**config.mk**
```make
export PLATFORM = sky130hd
export DESIGN_NAME = ring_fifo_with_statistics_core
export DESIGN_NICKNAME = d
export VERILOG_FILES = /design/src/sv/rfs_pkg.sv /design/src/sv/rfs_cell.sv /design/src/sv/rfs_chain.sv /design/src/sv/rfs_stats.sv /design/src/sv/ring_fifo_with_statistics_core.sv
export VERILOG_INCLUDE_DIRS = /design/src /design/src/sv
export SDC_FILE = /design/constraint.sdc
export NUM_CORES = 1
export LEC_CHECK = 0
export BUFFER_PORTS_ARGS = -buffer_cell sky130_fd_sc_hd__buf_2
export CORE_MARGIN = 1
export CORE_UTILIZATION = 55
export CTS_CLUSTER_DIAMETER = 60
export DETAILED_ROUTE_END_ITERATION = 8
export PLACE_DENSITY_LB_ADDON = 0.15
export SETUP_SLACK_MARGIN = 0.3
export SYNTH_ARGS = -nofsm -noshare
export SYNTH_HDL_FRONTEND = slang
export SYNTH_SLANG_ARGS = --single-unit
```
**constraint.sdc**
```tcl
create_clock -name aclk -period 14.8 [get_ports aclk]
set_input_delay 1.48 -clock aclk [delete_from_list [all_inputs] [get_ports aclk]]
set_output_delay 1.48 -clock aclk [all_outputs]
set_load 0.01 [all_outputs]
```
**src/sv/assert_macros.svh**
```systemverilog
// Assertion helper macros for the ring FIFO statistics core.
// Included by files that carry concurrent checks; no other dependencies.
`ifndef ASSERT_MACROS_SVH
`define ASSERT_MACROS_SVH

`ifndef ASSERT_OFF

// Clocked property check, disabled while reset is asserted (active low)
`define RFS_ASSERT(label, clk, rst_n, prop) \
    label: assert property (@(posedge clk) disable iff (!rst_n) prop) \
        else $error("assertion failed");

// Clocked check that a condition never holds
`define RFS_NEVER(label, clk, rst_n, cond) \
    label: assert property (@(posedge clk) disable iff (!rst_n) !(cond)) \
        else $error("forbidden condition seen");

`else

`define RFS_ASSERT(label, clk, rst_n, prop)
`define RFS_NEVER(label, clk, rst_n, cond)

`endif

`endif

```
**src/sv/rfs_pkg.sv**
```systemverilog
// Shared constants, codes and control structs for the ring FIFO statistics core.
// No dependencies.
`default_nettype none

package rfs_pkg;

    // Slot count of the ring; one slot stays empty, so the queue holds DEPTH-1 words
    localparam int DEPTH     = 16;
    localparam int NUM_CELLS = DEPTH - 1;

    // Field widths
    localparam int ACT_W    = 2;
    localparam int VAL_W    = 64;
    localparam int ST_W     = 2;
    localparam int CNT_W    = 32;
    localparam int M_DATA_W = VAL_W + 4 * CNT_W;

    // Action codes carried in s_tuser
    typedef enum logic [ACT_W-1:0] {
        ACT_PUSH  = 2'd0,
        ACT_POP   = 2'd1,
        ACT_CLEAR = 2'd2
    } action_t;

    // Status codes carried in m_tuser
    typedef enum logic [ST_W-1:0] {
        ST_DONE  = 2'd0,
        ST_FULL  = 2'd1,
        ST_EMPTY = 2'd2,
        ST_NULL  = 2'd3
    } status_t;

    // Commands into the cell row
    typedef struct packed {
        logic push;
        logic pop;
    } chain_ctl_t;

    // Occupancy flags out of the cell row
    typedef struct packed {
        logic empty;
        logic full;
    } chain_sts_t;

    // Counter commands
    typedef struct packed {
        logic inc_push;
        logic inc_pop;
        logic inc_full;
        logic inc_empty;
        logic clear;
    } stat_ctl_t;

    // Counter values
    typedef struct packed {
        logic [CNT_W-1:0] empty_cnt;
        logic [CNT_W-1:0] full_cnt;
        logic [CNT_W-1:0] pop_cnt;
        logic [CNT_W-1:0] push_cnt;
    } stat_cnt_t;

endpackage

`default_nettype wire

```
**src/sv/rfs_cell.sv**
```systemverilog
// One storage cell of the FIFO row: a data word and its occupied flag.
// Depends on rfs_pkg.
`default_nettype none

module rfs_cell
    import rfs_pkg::*;
(
    input  wire logic             aclk,
    input  wire logic             aresetn,
    input  wire chain_ctl_t       ctl,
    input  wire logic [VAL_W-1:0] push_data,
    input  wire logic             prev_valid,   // cell nearer the head is occupied
    input  wire logic             nbr_valid,    // cell farther from the head
    input  wire logic [VAL_W-1:0] nbr_value,
    output logic                  valid,
    output logic [VAL_W-1:0]      value
);

    logic             valid_reg, valid_next;
    logic [VAL_W-1:0] value_reg, value_next;
    logic             take_push;

    // A push lands in the first free cell behind the occupied ones
    assign take_push = ctl.push && !valid_reg && prev_valid;

    always_comb begin
        valid_next = valid_reg;
        value_next = value_reg;
        if (ctl.pop) begin
            // shift one place toward the head
            valid_next = nbr_valid;
            value_next = nbr_value;
        end else if (take_push) begin
            valid_next = 1'b1;
            value_next = push_data;
        end
    end

    always_ff @(posedge aclk) begin
        if (!aresetn) begin
            valid_reg <= 1'b0;
        end else begin
            valid_reg <= valid_next;
        end
    end

    // data word, no reset needed
    always_ff @(posedge aclk) begin
        value_reg <= value_next;
    end

    assign valid = valid_reg;
    assign value = value_reg;

endmodule

`default_nettype wire

```
**src/sv/rfs_chain.sv**
```systemverilog
// Row of FIFO cells; the head cell holds the oldest word.
// Depends on rfs_pkg and rfs_cell.
`default_nettype none

module rfs_chain
    import rfs_pkg::*;
(
    input  wire logic             aclk,
    input  wire logic             aresetn,
    input  wire chain_ctl_t       ctl,
    input  wire logic [VAL_W-1:0] push_data,
    output chain_sts_t            sts,
    output logic [VAL_W-1:0]      head_value
);

    logic [NUM_CELLS-1:0] valid_w;
    logic [VAL_W-1:0]     value_w [NUM_CELLS];

    genvar gi;
    generate
        for (gi = 0; gi < NUM_CELLS; gi++) begin : g_cell
            logic             prev_v;
            logic             nbr_v;
            logic [VAL_W-1:0] nbr_d;

            // head cell always sees an occupied predecessor
            if (gi == 0) begin : g_head
                assign prev_v = 1'b1;
            end else begin : g_body
                assign prev_v = valid_w[gi-1];
            end

            // tail cell shifts in an empty word on a pop
            if (gi == NUM_CELLS - 1) begin : g_tail
                assign nbr_v = 1'b0;
                assign nbr_d = '0;
            end else begin : g_link
                assign nbr_v = valid_w[gi+1];
                assign nbr_d = value_w[gi+1];
            end

            rfs_cell u_cell (
                .aclk       (aclk),
                .aresetn    (aresetn),
                .ctl        (ctl),
                .push_data  (push_data),
                .prev_valid (prev_v),
                .nbr_valid  (nbr_v),
                .nbr_value  (nbr_d),
                .valid      (valid_w[gi]),
                .value      (value_w[gi])
            );
        end
    endgenerate

    // occupancy is a thermometer code from the head
    assign sts.empty  = !valid_w[0];
    assign sts.full   = valid_w[NUM_CELLS-1];
    assign head_value = value_w[0];

endmodule

`default_nettype wire

```
**src/sv/rfs_stats.sv**
```systemverilog
// Four wrapping statistics counters with a common clear.
// Depends on rfs_pkg.
`default_nettype none

module rfs_stats
    import rfs_pkg::*;
(
    input  wire logic      aclk,
    input  wire logic      aresetn,
    input  wire stat_ctl_t ctl,
    output stat_cnt_t      cnt
);

    stat_cnt_t cnt_reg, cnt_next;

    always_comb begin
        cnt_next = cnt_reg;
        if (ctl.clear) begin
            cnt_next = '0;
        end else begin
            if (ctl.inc_push)  cnt_next.push_cnt  = cnt_reg.push_cnt  + CNT_W'(1);
            if (ctl.inc_pop)   cnt_next.pop_cnt   = cnt_reg.pop_cnt   + CNT_W'(1);
            if (ctl.inc_full)  cnt_next.full_cnt  = cnt_reg.full_cnt  + CNT_W'(1);
            if (ctl.inc_empty) cnt_next.empty_cnt = cnt_reg.empty_cnt + CNT_W'(1);
        end
    end

    always_ff @(posedge aclk) begin
        if (!aresetn) begin
            cnt_reg <= '0;
        end else begin
            cnt_reg <= cnt_next;
        end
    end

    assign cnt = cnt_reg;

endmodule

`default_nettype wire

```
**src/sv/ring_fifo_with_statistics_core.sv**
```systemverilog
// Top level of the ring FIFO with statistics counters.
// Depends on rfs_pkg, rfs_chain (rfs_cell), rfs_stats and assert_macros.svh.
`default_nettype none
`include "assert_macros.svh"

// Queue of up to 15 64-bit words (a 16-slot ring with one slot kept free) built
// as a row of cells that shift toward the head on each pop. Each input word is
// a push, a pop or a counter clear, selected by s_tuser; each one yields
// exactly one result word carrying a status code, the popped word and the four
// statistics counters as they stand after the action. An input word is taken
// in every cycle in which the output register is empty or being drained, so
// the block runs at one word per clock unless m_tready stalls it; the result
// appears in the cycle after acceptance, with the cell row and output register
// updated together. Pushing zero gets a null status and changes nothing.
module ring_fifo_with_statistics_core
    import rfs_pkg::*;
(
    input  wire logic                aclk,
    input  wire logic                aresetn,
    // input stream
    input  wire logic                s_tvalid,
    output logic                     s_tready,
    input  wire logic [VAL_W-1:0]    s_tdata,   // [63:0] entry_value
    input  wire logic [ACT_W-1:0]    s_tuser,   // [1:0] action
    // result stream
    output logic                     m_tvalid,
    input  wire logic                m_tready,
    output logic [M_DATA_W-1:0]      m_tdata,   // [63:0] popped_value, [95:64] push_count,
                                                // [127:96] pop_count, [159:128] full_count,
                                                // [191:160] empty_count
    output logic [ST_W-1:0]          m_tuser    // [1:0] status
);

    logic             accept;
    chain_ctl_t       ch_ctl;
    chain_sts_t       ch_sts;
    logic [VAL_W-1:0] head_value;
    stat_ctl_t        st_ctl;
    stat_cnt_t        cnt;

    status_t          status_reg, status_next;
    logic [VAL_W-1:0] popped_reg, popped_next;
    logic             out_valid_reg, out_valid_next;

    // take a word whenever the output register is free or draining
    assign s_tready = !out_valid_reg || m_tready;
    assign accept   = s_tvalid && s_tready;

    // action decode
    always_comb begin
        ch_ctl      = '0;
        st_ctl      = '0;
        status_next = ST_DONE;
        popped_next = '0;
        case (action_t'(s_tuser))
            ACT_PUSH: begin
                if (s_tdata == '0) begin
                    status_next = ST_NULL;
                end else if (ch_sts.full) begin
                    status_next     = ST_FULL;
                    st_ctl.inc_full = accept;
                end else begin
                    ch_ctl.push     = accept;
                    st_ctl.inc_push = accept;
                end
            end
            ACT_POP: begin
                if (ch_sts.empty) begin
                    status_next      = ST_EMPTY;
                    st_ctl.inc_empty = accept;
                end else begin
                    popped_next    = head_value;
                    ch_ctl.pop     = accept;
                    st_ctl.inc_pop = accept;
                end
            end
            ACT_CLEAR: begin
                st_ctl.clear = accept;
            end
            default: begin
                // unused code: no state change
            end
        endcase
    end

    rfs_chain u_chain (
        .aclk       (aclk),
        .aresetn    (aresetn),
        .ctl        (ch_ctl),
        .push_data  (s_tdata),
        .sts        (ch_sts),
        .head_value (head_value)
    );

    rfs_stats u_stats (
        .aclk    (aclk),
        .aresetn (aresetn),
        .ctl     (st_ctl),
        .cnt     (cnt)
    );

    // output register valid
    always_comb begin
        out_valid_next = out_valid_reg;
        if (accept) begin
            out_valid_next = 1'b1;
        end else if (m_tready) begin
            out_valid_next = 1'b0;
        end
    end

    always_ff @(posedge aclk) begin
        if (!aresetn) begin
            out_valid_reg <= 1'b0;
        end else begin
            out_valid_reg <= out_valid_next;
        end
    end

    // result payload; counters change only on accept, so they track this word
    always_ff @(posedge aclk) begin
        if (accept) begin
            status_reg <= status_next;
            popped_reg <= popped_next;
        end
    end

    assign m_tvalid = out_valid_reg;
    assign m_tuser  = status_reg;
    assign m_tdata  = {cnt.empty_cnt, cnt.full_cnt, cnt.pop_cnt, cnt.push_cnt, popped_reg};

    // checks
    `RFS_NEVER(a_full_and_empty, aclk, aresetn, ch_sts.full && ch_sts.empty)
    `RFS_ASSERT(a_pop_nonzero, aclk, aresetn, (ch_ctl.pop |=> popped_reg != '0))
    `RFS_ASSERT(a_push_count, aclk, aresetn, (ch_ctl.push |=> cnt.push_cnt == $past(cnt.push_cnt) + CNT_W'(1)))

endmodule

`default_nettype wire
```
## Word-level counts from Yosys, hierarchy flattened

Cells that the tools add are included.

| word-level totals | value |
|---|---|
| bits in registers | 1170 |
| bits of input ports | 70 |
| output and inout port bits | 196 |
| word-level logic and storage cells | 184 |

| operators by class | value |
|---|---|
| add/subtract/negate cells | 4 |
| eq/ne operators | 2 |
| muxes and demuxes | 73 |
| bitwise logic cells | 1 |
| reductions and logical operators | 67 |

Operators by type and width:

| kind | number |
|---|---|
| $mux 64 | 28 |
| $add 32x1->32 const B | 4 |
| $logic_not 64->1 | 1 |
| $mux 1 | 42 |
| $logic_and 1x1->1 | 30 |
| $reduce_bool 2->1 | 15 |
| $logic_not 1->1 | 16 |
| $mux 2 | 2 |
| $pmux 2 s2 | 1 |
| $reduce_or 2->1 | 2 |
| $eq 2x1->1 const B | 1 |
| $eq 2x2->1 const B | 1 |
| $logic_not 2->1 | 1 |
| $reduce_and 2->1 | 1 |
| $logic_or 1x1->1 | 1 |
| $not 1->1 | 1 |

## Logic depth before layout (Yosys ltp)

Gate-level depths: netlist (run 1).

| logic depth | value |
|---|---|
| word-level depth | 10 |
| depth in mapped cells | 10 |
| gate-level depth less buffers | 6 |

## By module

A second synthesis (run 1) with hierarchy kept.

| second synthesis, totals | value |
|---|---|
| cells, all modules | 3011 |
| area total of the unflattened synthesis | 50041.7 µm² |

By module, submodules not included:

| module | instances | cells each | area an instance (µm²) | seq. area each (µm²) |
|---|---|---|---|---|
| rfs_cell | 15 | 142 | 2756.4 | 1941.9 |
| rfs_stats | 1 | 702 | 5993.2 | 2562.5 |
| ring_fifo_with_statistics_core | 1 | 175 | 2683.8 | 2001.9 |
| rfs_chain | 1 | 4 | 18.8 | 0.0 |

## Worst setup path before layout (run 1)

OpenSTA, ideal clock, no wires.

| timing path | value |
|---|---|
| path kind | input-to-reg |
| from | input m_tready |
| to | register u_chain.g_cell[0].u_cell.value_reg[0] (enable) |
| library setup time | 581 ps |
| arrival time | 10276 ps |
| required time | 14219 ps |
| setup slack | 3943 ps |
| stages | 7 |
| buffers on the path | 3 |
| cells stage by stage | nor2b_4 -> buf_6 -> nor2_1 -> nand3_1 -> clkbuf_1 -> clkbuf_1 -> o31ai_1 |

| on the way | value |
|---|---|
| word-level cells in the longest chain between the ends | 7 |
| elaborated cells on any way between the ends | 9 |
| those cells by class | mux (5); reduce/logical (4) |

Ends and longest elaborated chain:

| what | RTL line | text |
|---|---|---|
| from (decl) | ring_fifo_with_statistics_core.sv:27 | `input wire logic m_tready,` |
| $logic_or 1x1->1 * | ring_fifo_with_statistics_core.sv:46 | `assign s_tready = !out_valid_reg \|\| m_tready;` |
| $logic_and 1x1->1 * | ring_fifo_with_statistics_core.sv:47 | `assign accept = s_tvalid && s_tready;` |
| named net accept | ring_fifo_with_statistics_core.sv:34 | `logic accept;` |
| $mux 1 | ring_fifo_with_statistics_core.sv:59 | `end else if (ch_sts.full) begin` |
| $mux 1 | ring_fifo_with_statistics_core.sv:57 | `if (s_tdata == '0) begin` |
| $mux 1 | ring_fifo_with_statistics_core.sv:55 | `case (action_t'(s_tuser))` |
| $logic_and 1x1->1 | rfs_cell.sv:24 | `assign take_push = ctl.push && !valid_reg && prev_valid;` |
| $reduce_bool 2->1 (no line) * | n/a |  |
| to (signal assigned) | rfs_cell.sv:49 | `value_reg <= value_next;` |
| to (decl) | rfs_cell.sv:20 | `logic [VAL_W-1:0] value_reg, value_next;` |

Mark *: on every way through the listed nets, which the timed path passes. The rest lies on a longest branch.
A chain may end at the register's enable or synchronous reset.

## Final worst setup path (run 1)

| timing path | value |
|---|---|
| from | input s_tdata[30] |
| to | register u_stats.cnt_reg (netlist bit u_stats.cnt[72]) |

| on the way | value |
|---|---|
| word-level cells in the longest chain between the ends | 3 |

Ends and longest elaborated chain:

| what | RTL line | text |
|---|---|---|
| from (decl) | ring_fifo_with_statistics_core.sv:23 | `input wire logic [VAL_W-1:0] s_tdata,` |
| $logic_not 64->1 | ring_fifo_with_statistics_core.sv:57 |  |
| $mux 1 | ring_fifo_with_statistics_core.sv:57 |  |
| $mux 1 | ring_fifo_with_statistics_core.sv:55 |  |
| to (signal assigned) | rfs_stats.sv:32 | `cnt_reg <= cnt_next;` |
| to (decl) | rfs_stats.sv:14 | `stat_cnt_t cnt_reg, cnt_next;` |

No other way between the ends.

==> impl_results.md, run 1 <==
- Die ar.: between 80000 and 90000 sq um
- Critical Path Slowest Stage Cell: nor4_1
- Max stage delay on crit path: 1000 ps
- Post-CTS Hold Buffers: 0
- Endpoint class of the critical path: flip-flop
- Min-Delay Path Depth: 2
- Total core area: around 84000 sq um
- Synth Cell Area: approximately 47000 sq um
- Worst-path clk slew: 60 ps
- Worst-Margin Slew: between 1000 and 1500 ps
- First-pass DRT Iterations: 5
- Initial antenna violation count: 15
- Final Slew Violations: 0
- Syn Inst Count: about 4300
- Fmax: approximately 210 MHz
- DRC: 0
- Postcts setup bufs: 0
- Pleak: 19.2 nW
- Period minus WS final: 4710 ps
- WP depth: 8
- Crit path to: u_stats.cnt[72]$_SDFFE_PP0P_
- Worst r2r path cells: 7
- VDD IR-drop max: about 0.097 mV
- Slew HR: between 10% and 20%
- Post-Place Cells: 5427
- Post-CTS resize count: 0
- CP Max Fanout: 119
- Final Hold Viols: 0
- Synth top area cells: edfxtp_1 (62%), nand2_1 (15%), dfxtp_1 (8.9%)
- Site Rows: approximately 110
- CTS Root Cell: clkbuf_16
- Number of buffers created by CTS: 116
- Synth unique cells: 42
- Via/cell ratio: approximately 5.5
- Leading area contributor after synthesis: edfxtp_1
- EDFF count, synth: between 900 and 1000
- Area of the multi-input gates: 12700 sq um
- Clock sink count: ~1200
- Iter 0 DRT Violations: approximately 2800
- Max clock buf depth: 3
- CTS H-tree lvls: 3
- Final core utilization: about 63%
- Non-Filler Instances: between 5000 and 6000
- Reg2reg end: u_chain.g_cell[10].u_cell.value[13]$_DFFE_PP_
- Share of the synthesized area in the top cell type: 61.9%
- Sequential element share of the synthesized area: 70.8%
- Routed WL per cell: approximately 19 microns
- Final ANT Viol Nets: 0
- Status: completed
- Max-cap check violation count: 0
- Starting Density: 55.7%
- Share of cells above drive strength 1: around 11%
- Top cells by count, synth: nand2_1 (1908), edfxtp_1 (962), dfxtp_1 (208)
- I/O pins: between 200 and 300
- Syn nets: 4339
- Synth-to-Final Area Change: 12.9%
- Total track usage: around 25%
- Clock skew: between 15 and 20 ps
- Max reg flops: 960
- Final nets: approximately 4500
- Most Crowded Layer GR: met2
- Critical path launch point type: input port
- Grt ovf: 0
- PortBufs: approximately 270
- DPL Wire Length: 60100 microns
- CP required: between 15000 and 20000 ps
- First-pass GRT wire length: ~170000 microns
- M2 GR Usage: roughly two fifths
- Worst setup path start: s_tdata[30]
- Critical path buffer and inverter count: 3
- Gpl congestion: 0.826
- Ys flop type: edfxtp_1
- Register Area: roughly 33000 sq um
- Crit path max-delay family: simple AND/OR/NAND/NOR gates
- GR Layer Usage met1: 34.2%
- Synth warnings: 0
- Routed wire length: ~110000 microns
- R2r startpoint: u_chain.g_cell[0].u_cell.valid$_SDFFE_PN0P_
- Part of the cycle the worst path needs: 31.8%
- Pwr dens: between 100 and 150 nW/um^2
- GR met3 Demand/Resource: approximately 4.4%
- FILL cells: about 6700
- Cell with the most instances after synthesis: nand2_1
- Final setup vio count: 0
- Crit-path cells: buf_2, nor4_1, nand4_1, nor4_4, buf_4, buf_4, nor4_1, mux2_2
- Die Width: 293 microns
- Vias in the first global route: 29350
- Setup TNS: 0 ps
- Largest net degree at the start of global routing: ~230
- CTS tree: done
- R2r setup slk: between 10000 and 15000 ps
- Synthesized area per cell: approximately 11 sq um
- DIE HEIGHT: between 200 and 300 microns
- Clk_lat worst skew: 680 ps
- Number of synthesized register bits: between 1000 and 1500
- CP arrival: ~5300 ps
- RSZ-0062 raised after global routing: false
- Via Count: between 30000 and 40000
- FFs w/ async S/R, synth: 0%
- Crit Path Class: input port to flip-flop
- Worst hold-check path type: flip-flop to flip-flop
==> layout by cell type (no fill, tap or decap), types with 4 or more instances in the layout <==
cell           n
o21ai_0      104
xnor2_1       19
and2_1        72
or3_1         23
edfxtp_1     962
xor2_1        19
clkinvlp_4     4
buf_4         36
clkinv_2      19
clkbuf_1      31
and4_1        20
a31oi_1        4
a21oi_1      149
inv_1         20
dfxtp_1      208
diode_2        5
or2_2          6
nand4b_1       7
nand4_1       58
o21ai_4       13
mux2i_1        7
or4_1         46
o31ai_1       42
ha_1           4
bufinv_16      8
nor3_1         9
and3_1        18
nand3_1      127
clkinv_1      19
clkbuf_16    120
nor2_1        65
clkbuf_8      12
nor4_1        44
buf_2        265
nand2_1     1907
o21a_1         4
==> where the power goes <==
| group | leakage (nW) | internal (mW) | switching (mW) |
|---|---|---|---|
| Sequential | 10.4 | 3.61 | 0.0126 |
| Clock | 1.84 | 1.68 | 1.22 |
| Combinational | 6.89 | 0.0521 | 0.155 |
| Total | 19.2 | 5.34 | 1.39 |
==> routing by layer <==
metal / vias up / routed length [microns]
met1: 15250 / 46500
met3: 200 / 6940
met4: 18 / 2830
met5: - / 107
met2: 917 / 50100
li1: 14930 / -
==> worst min-delay path, delay by kind of cell (launching register included) <==
family | cells | cell delay (ps)
DFF | 1 | 310
muxes | 1 | 50
and+or+nand+nor | 1 | 50
==> worst min path at each step <==
stage	from	to	slack [ps]
2_1_floorplan	u_chain.g_cell[14].u_cell.value[0]$_SDFFE_PP0P_	u_chain.g_cell[14].u_cell.value[0]$_SDFFE_PP0P_	450
3_5_place_dp	u_stats.cnt[31]$_SDFFE_PP0N_	u_stats.cnt[31]$_SDFFE_PP0N_	460
5_1_grt	u_chain.g_cell[14].u_cell.value[21]$_SDFFE_PP0P_	u_chain.g_cell[14].u_cell.value[21]$_SDFFE_PP0P_	490
4_1_cts	u_stats.cnt[31]$_SDFFE_PP0N_	u_stats.cnt[31]$_SDFFE_PP0N_	470
3_3_place_gp	u_stats.cnt[31]$_SDFFE_PP0N_	u_stats.cnt[31]$_SDFFE_PP0N_	450
6_report	u_stats.cnt[31]$_SDFFE_PP0N_	u_stats.cnt[31]$_SDFFE_PP0N_	470
==> layout make-up <==
type | count | share of cell area, %
clock inverter | 54 | 0.931
sequential | 1170 | 62.7
multi-input combinational | 2799 | 24.1
tap | 1134 | 2.69
antenna | 5 | 0.0237
timing repair buffer | 304 | 3.14
inverter | 20 | 0.142
clock buffer | 163 | 6.23
==> through the flow <==
step | setup WS, ps | cell area [sq um] | power [mW] | hold WS, ps
final | 10090 | 52700 | 6.73 | 467
after global routing | 10000 | 52700 | 6.93 | 494
after CTS | 10130 | 52700 | 6.78 | 469
after detailed placement | 9440 | 48900 | 3.90 | 456
after global placement | 9490 | 48900 | 3.89 | 450
after floorplan | 3940 | 46700 | 3.82 | 454
==> cell families after synthesis <==
kind of cell / after synthesis / synth area share (%)
xor gates and xnor gates: 38 / 0.713
and+or+nand+nor: 2418 / 21.8
adders and majority gates: 4 / 0.107
buffers and inverters: 296 / 2.44
AOI/OAI and AO/OA: 331 / 3.92
muxes: 8 / 0.174
DFF: 1170 / 70.8
No activity file was read; power rests on OpenSTA's default activity.
==> run 2, diff against run 1 <==
ABC_AREA = 1   (was default)
clock period = 4.1 ns   (was 14.8 ns; I/O delays follow)
==> impl_results.md, run 2 <==
- Number of buffers created by CTS: 118 (was 116)
- Gpl congestion: 0.885 (was 0.826)
- Final Power: 25.6 mW (was 6.73 mW)
- Clk_lat worst skew: 690 ps (was 680 ps)
- Leading area contributor after synthesis: edfxtp_1 (unchanged)
- I/O pins: 266 (unchanged)
- Worst-Margin Slew: 1090 ps (was 1190 ps)
- Post-Synth Adder-Cell Area: 0.104% (was 0.107%)
- CP arrival: 3540 ps (was 5280 ps)
- VDD IR-drop max: 0.343 mV (was 0.0970 mV)
- Final Instance Area: 55400 sq um (was 52700 sq um)
- Final setup vio count: 0 (unchanged)
- Pwr dens: 463 nW/um^2 (was 128 nW/um^2)
- Final ANT Viol Nets: 0 (unchanged)
- Hold_ws: 45.0 ps (was 467 ps)
- Part of the cycle the worst path needs: 77.9%
- Total core area: 86900 sq um (was 83800 sq um)
- Initial antenna violation count: 8 (was 15)
- Commonest non-fill, non-tap cell in the layout: nand2_1 (unchanged)
- DPL Wire Length: 64100 microns (was 60100 microns)
- CTS H-tree lvls: 3 (unchanged)
- Cell with the most instances after synthesis: nand2_1 (unchanged)
- CP required: 4440 ps (was 15370 ps)
- Die ar.: 89000 sq um (was 86000 sq um)
- Worst hold-check path type: input port to flip-flop (was flip-flop to flip-flop)
- Commonest cells after routing, fill and taps aside: nand2_1 (2335), edfxtp_1 (962), nor2_1 (423) (was nand2_1 (1907), edfxtp_1 (962), buf_2 (265))
- Synth warnings: 0 (unchanged)
- Ys flop type: edfxtp_1 (unchanged)
- Largest family of logic cells by synthesized area: simple AND/OR/NAND/NOR gates (unchanged)
- DIE HEIGHT: 298 microns (was 293 microns)
- Final Hold Viols: 0 (unchanged)
- Synth Cell Area: 48300 sq um (was 46700 sq um)
- Routed wire length: 106000 microns (about the same)
- DRC: 0 (unchanged)
- Max clock buf depth: 3 (unchanged)
- Share of cells above drive strength 1: 10.4% (was 11.2%)
- Crit Path Class: input port to flip-flop (unchanged)
- Die Width: 298 microns (was 293 microns)
- Largest net degree at the start of global routing: 98 (was 234)
- Starting Density: 55.6% (was 55.7%)
- Clock skew: 24.5 ps (was 18.9 ps)
- Max reg flops: 960 (unchanged)
- Synth-to-Final Area Change: 14.7% (was 12.9%)
- Final core utilization: 63.8% (was 62.9%)
- Worst-path clk slew: 60 ps (about the same)
- Number of synthesized register bits: 1170 (unchanged)
- RSZ-0062 raised after global routing: false (unchanged)
- Routed WL per cell: 16.5 microns (was 18.8 microns)
- Total track usage: 23.6% (was 24.5%)
- Post-synthesis compound-gate area fraction: 2.50% (was 3.92%)
- Site Rows: 108 (was 106)
- Sequential element share of the synthesized area: 68.4% (was 70.8%)
- Fmax: 313 MHz
- First-pass GRT wire length: 168000 microns (was 165000 microns)
- Slew HR: 27.1% (was 20.0%)
- FFs w/ async S/R, synth: 0% (unchanged)
- Min-Delay Path Depth: 3 (was 2)
- Grt ovf: 0 (unchanged)
- Setup TNS: 0 ps (unchanged)
- Share of the synthesized area in the top cell type: 59.8% (was 61.9%)
- PortBufs: 265 (unchanged)
- Synth Area in Simple Gates: 23.6% (was 21.8%)
- Placed Area: 50800 sq um (was 48900 sq um)
- Postcts setup bufs: 0 (unchanged)
- EDFF count, synth: 962 (unchanged)
- FILL cells: 6988 (was 6715)
- Pleak: 21.8 nW (was 19.2 nW)
- Endpoint class of the critical path: flip-flop (unchanged)
- Multiplexer share of the synthesized area: 0% (was 0.174%)
- Register Area: 33100 sq um (unchanged)
- Synth unique cells: 34 (was 42)
- Iter 0 DRT Violations: 2624 (was 2815)
- Period minus WS final: 3190 ps
- Syn Inst Count: 4893 (was 4265)
- CTS Root Cell: clkbuf_16 (unchanged)
- Via Count: 33089 (was 31315)
- Synth top area cells: edfxtp_1 (60%), nand2_1 (18%), dfxtp_1 (8.6%) (was edfxtp_1 (62%), nand2_1 (15%), dfxtp_1 (8.9%))
- Critical path launch point type: input port (unchanged)
- Top cells by count, synth: nand2_1 (2350), edfxtp_1 (962), nor2_1 (423) (was nand2_1 (1908), edfxtp_1 (962), dfxtp_1 (208))
- Clock sink count: 1170 (unchanged)
- First-pass DRT Iterations: 7 (was 5)
- Syn nets: 4967 (was 4339)
- Post-CTS resize count: 0 (unchanged)
- Worst r2r path cells: 6 (was 7)
- Synthesized area per cell: 9.87 sq um (was 10.9 sq um)
- Final nets: 5235 (was 4485)
- Xor-xnor portion of the synthesized cell area: 0.979% (was 0.713%)
- CP Max Fanout: 40 (was 119)
- Status: completed (unchanged)
- Area of the multi-input gates: 13300 sq um (was 12700 sq um)
- Vias in the first global route: 31388 (was 29350)
- Max-cap check violation count: 0 (unchanged)
- Final Slew Violations: 0 (unchanged)
- CTS tree: done (unchanged)
- Via/cell ratio: 5.15 (was 5.54)
## run 2: changes by cell type after synthesis, sizes merged, moves of 72 or more
cell / delta
nor2: +362
buf: +115
inv: +230
clkbuf: -151
and2: -72
nand3: -80
nand2: +446
## run 2: through the flow
stage	setup slack, ps	std cells
finish	905	6427
floorplan	-195	4893
global route	690	6427
CTS	937	6420
global placement	769	6135
detailed placement	719	6135
## run 2: cell families (layout without fill, tap and decap cells)
logic type,count (synthesis),after routing
compound gates,235,235
fa+ha+maj,4,4
xor+xnor,54,54
simple gates,2940,2940
buf+inv,490,862
other cells,0,7
flops,1170,1170
## run 2: power by group
group          total [mW]  switching (mW)  leakage, nW  internal (mW)
clock network        11.1            4.52         1.96           6.55
registers            13.3          0.0953         10.4           13.2
logic                1.23           0.853         9.44          0.378
## run 2: cell type report
class	count	area share [%]
diodes	7	0.0316
clock buffers	148	5.74
clock inverters	76	1.51
inverters	250	1.69
multi-input cells	3233	24.0
flip-flops and latches	1170	59.6
well taps	1155	2.61
repair buffers	388	4.81
## run 2: path summary, 6_finish.rpt
kind	from	to	slack [ps]
setup / recovery	s_tdata[62]	u_chain.g_cell[13].u_cell.value[38]$_DFFE_PP_	910
setup reg to reg	m_tvalid$_SDFFE_PN0P_	u_chain.g_cell[6].u_cell.value[59]$_DFFE_PP_	1130
hold reg to reg	u_stats.cnt[63]$_SDFFE_PP0P_	u_stats.cnt[63]$_SDFFE_PP0P_	490
hold / removal	s_tdata[57]	u_chain.g_cell[14].u_cell.value[57]$_SDFFE_PP0P_	40
## run 2: repair_timing
action	in CTS	in global routing
hold buffers	61	0
endpoints found under the setup margin	0	0
hold endpoints to repair	62	0
## run 2: routing by layer
metal  part of all wire, %  global-route usage (%)
met3                   5.5                    3.57
met1                    45                    32.9
met5                0.0094                       0
met2                    47                    38.7
met4                   2.3                    6.97
## run 2: worst max-delay path, stage by stage
cell and delay (ps):
dlygate4sd3_1 530, buf_2 140, nor2_1 130, nand2_1 70
nor2_1 320, nand2_1 120, nor2_1 280, nand2_2 300
buf_4 290, nand4_1 140, nand2_4 280, buf_4 470
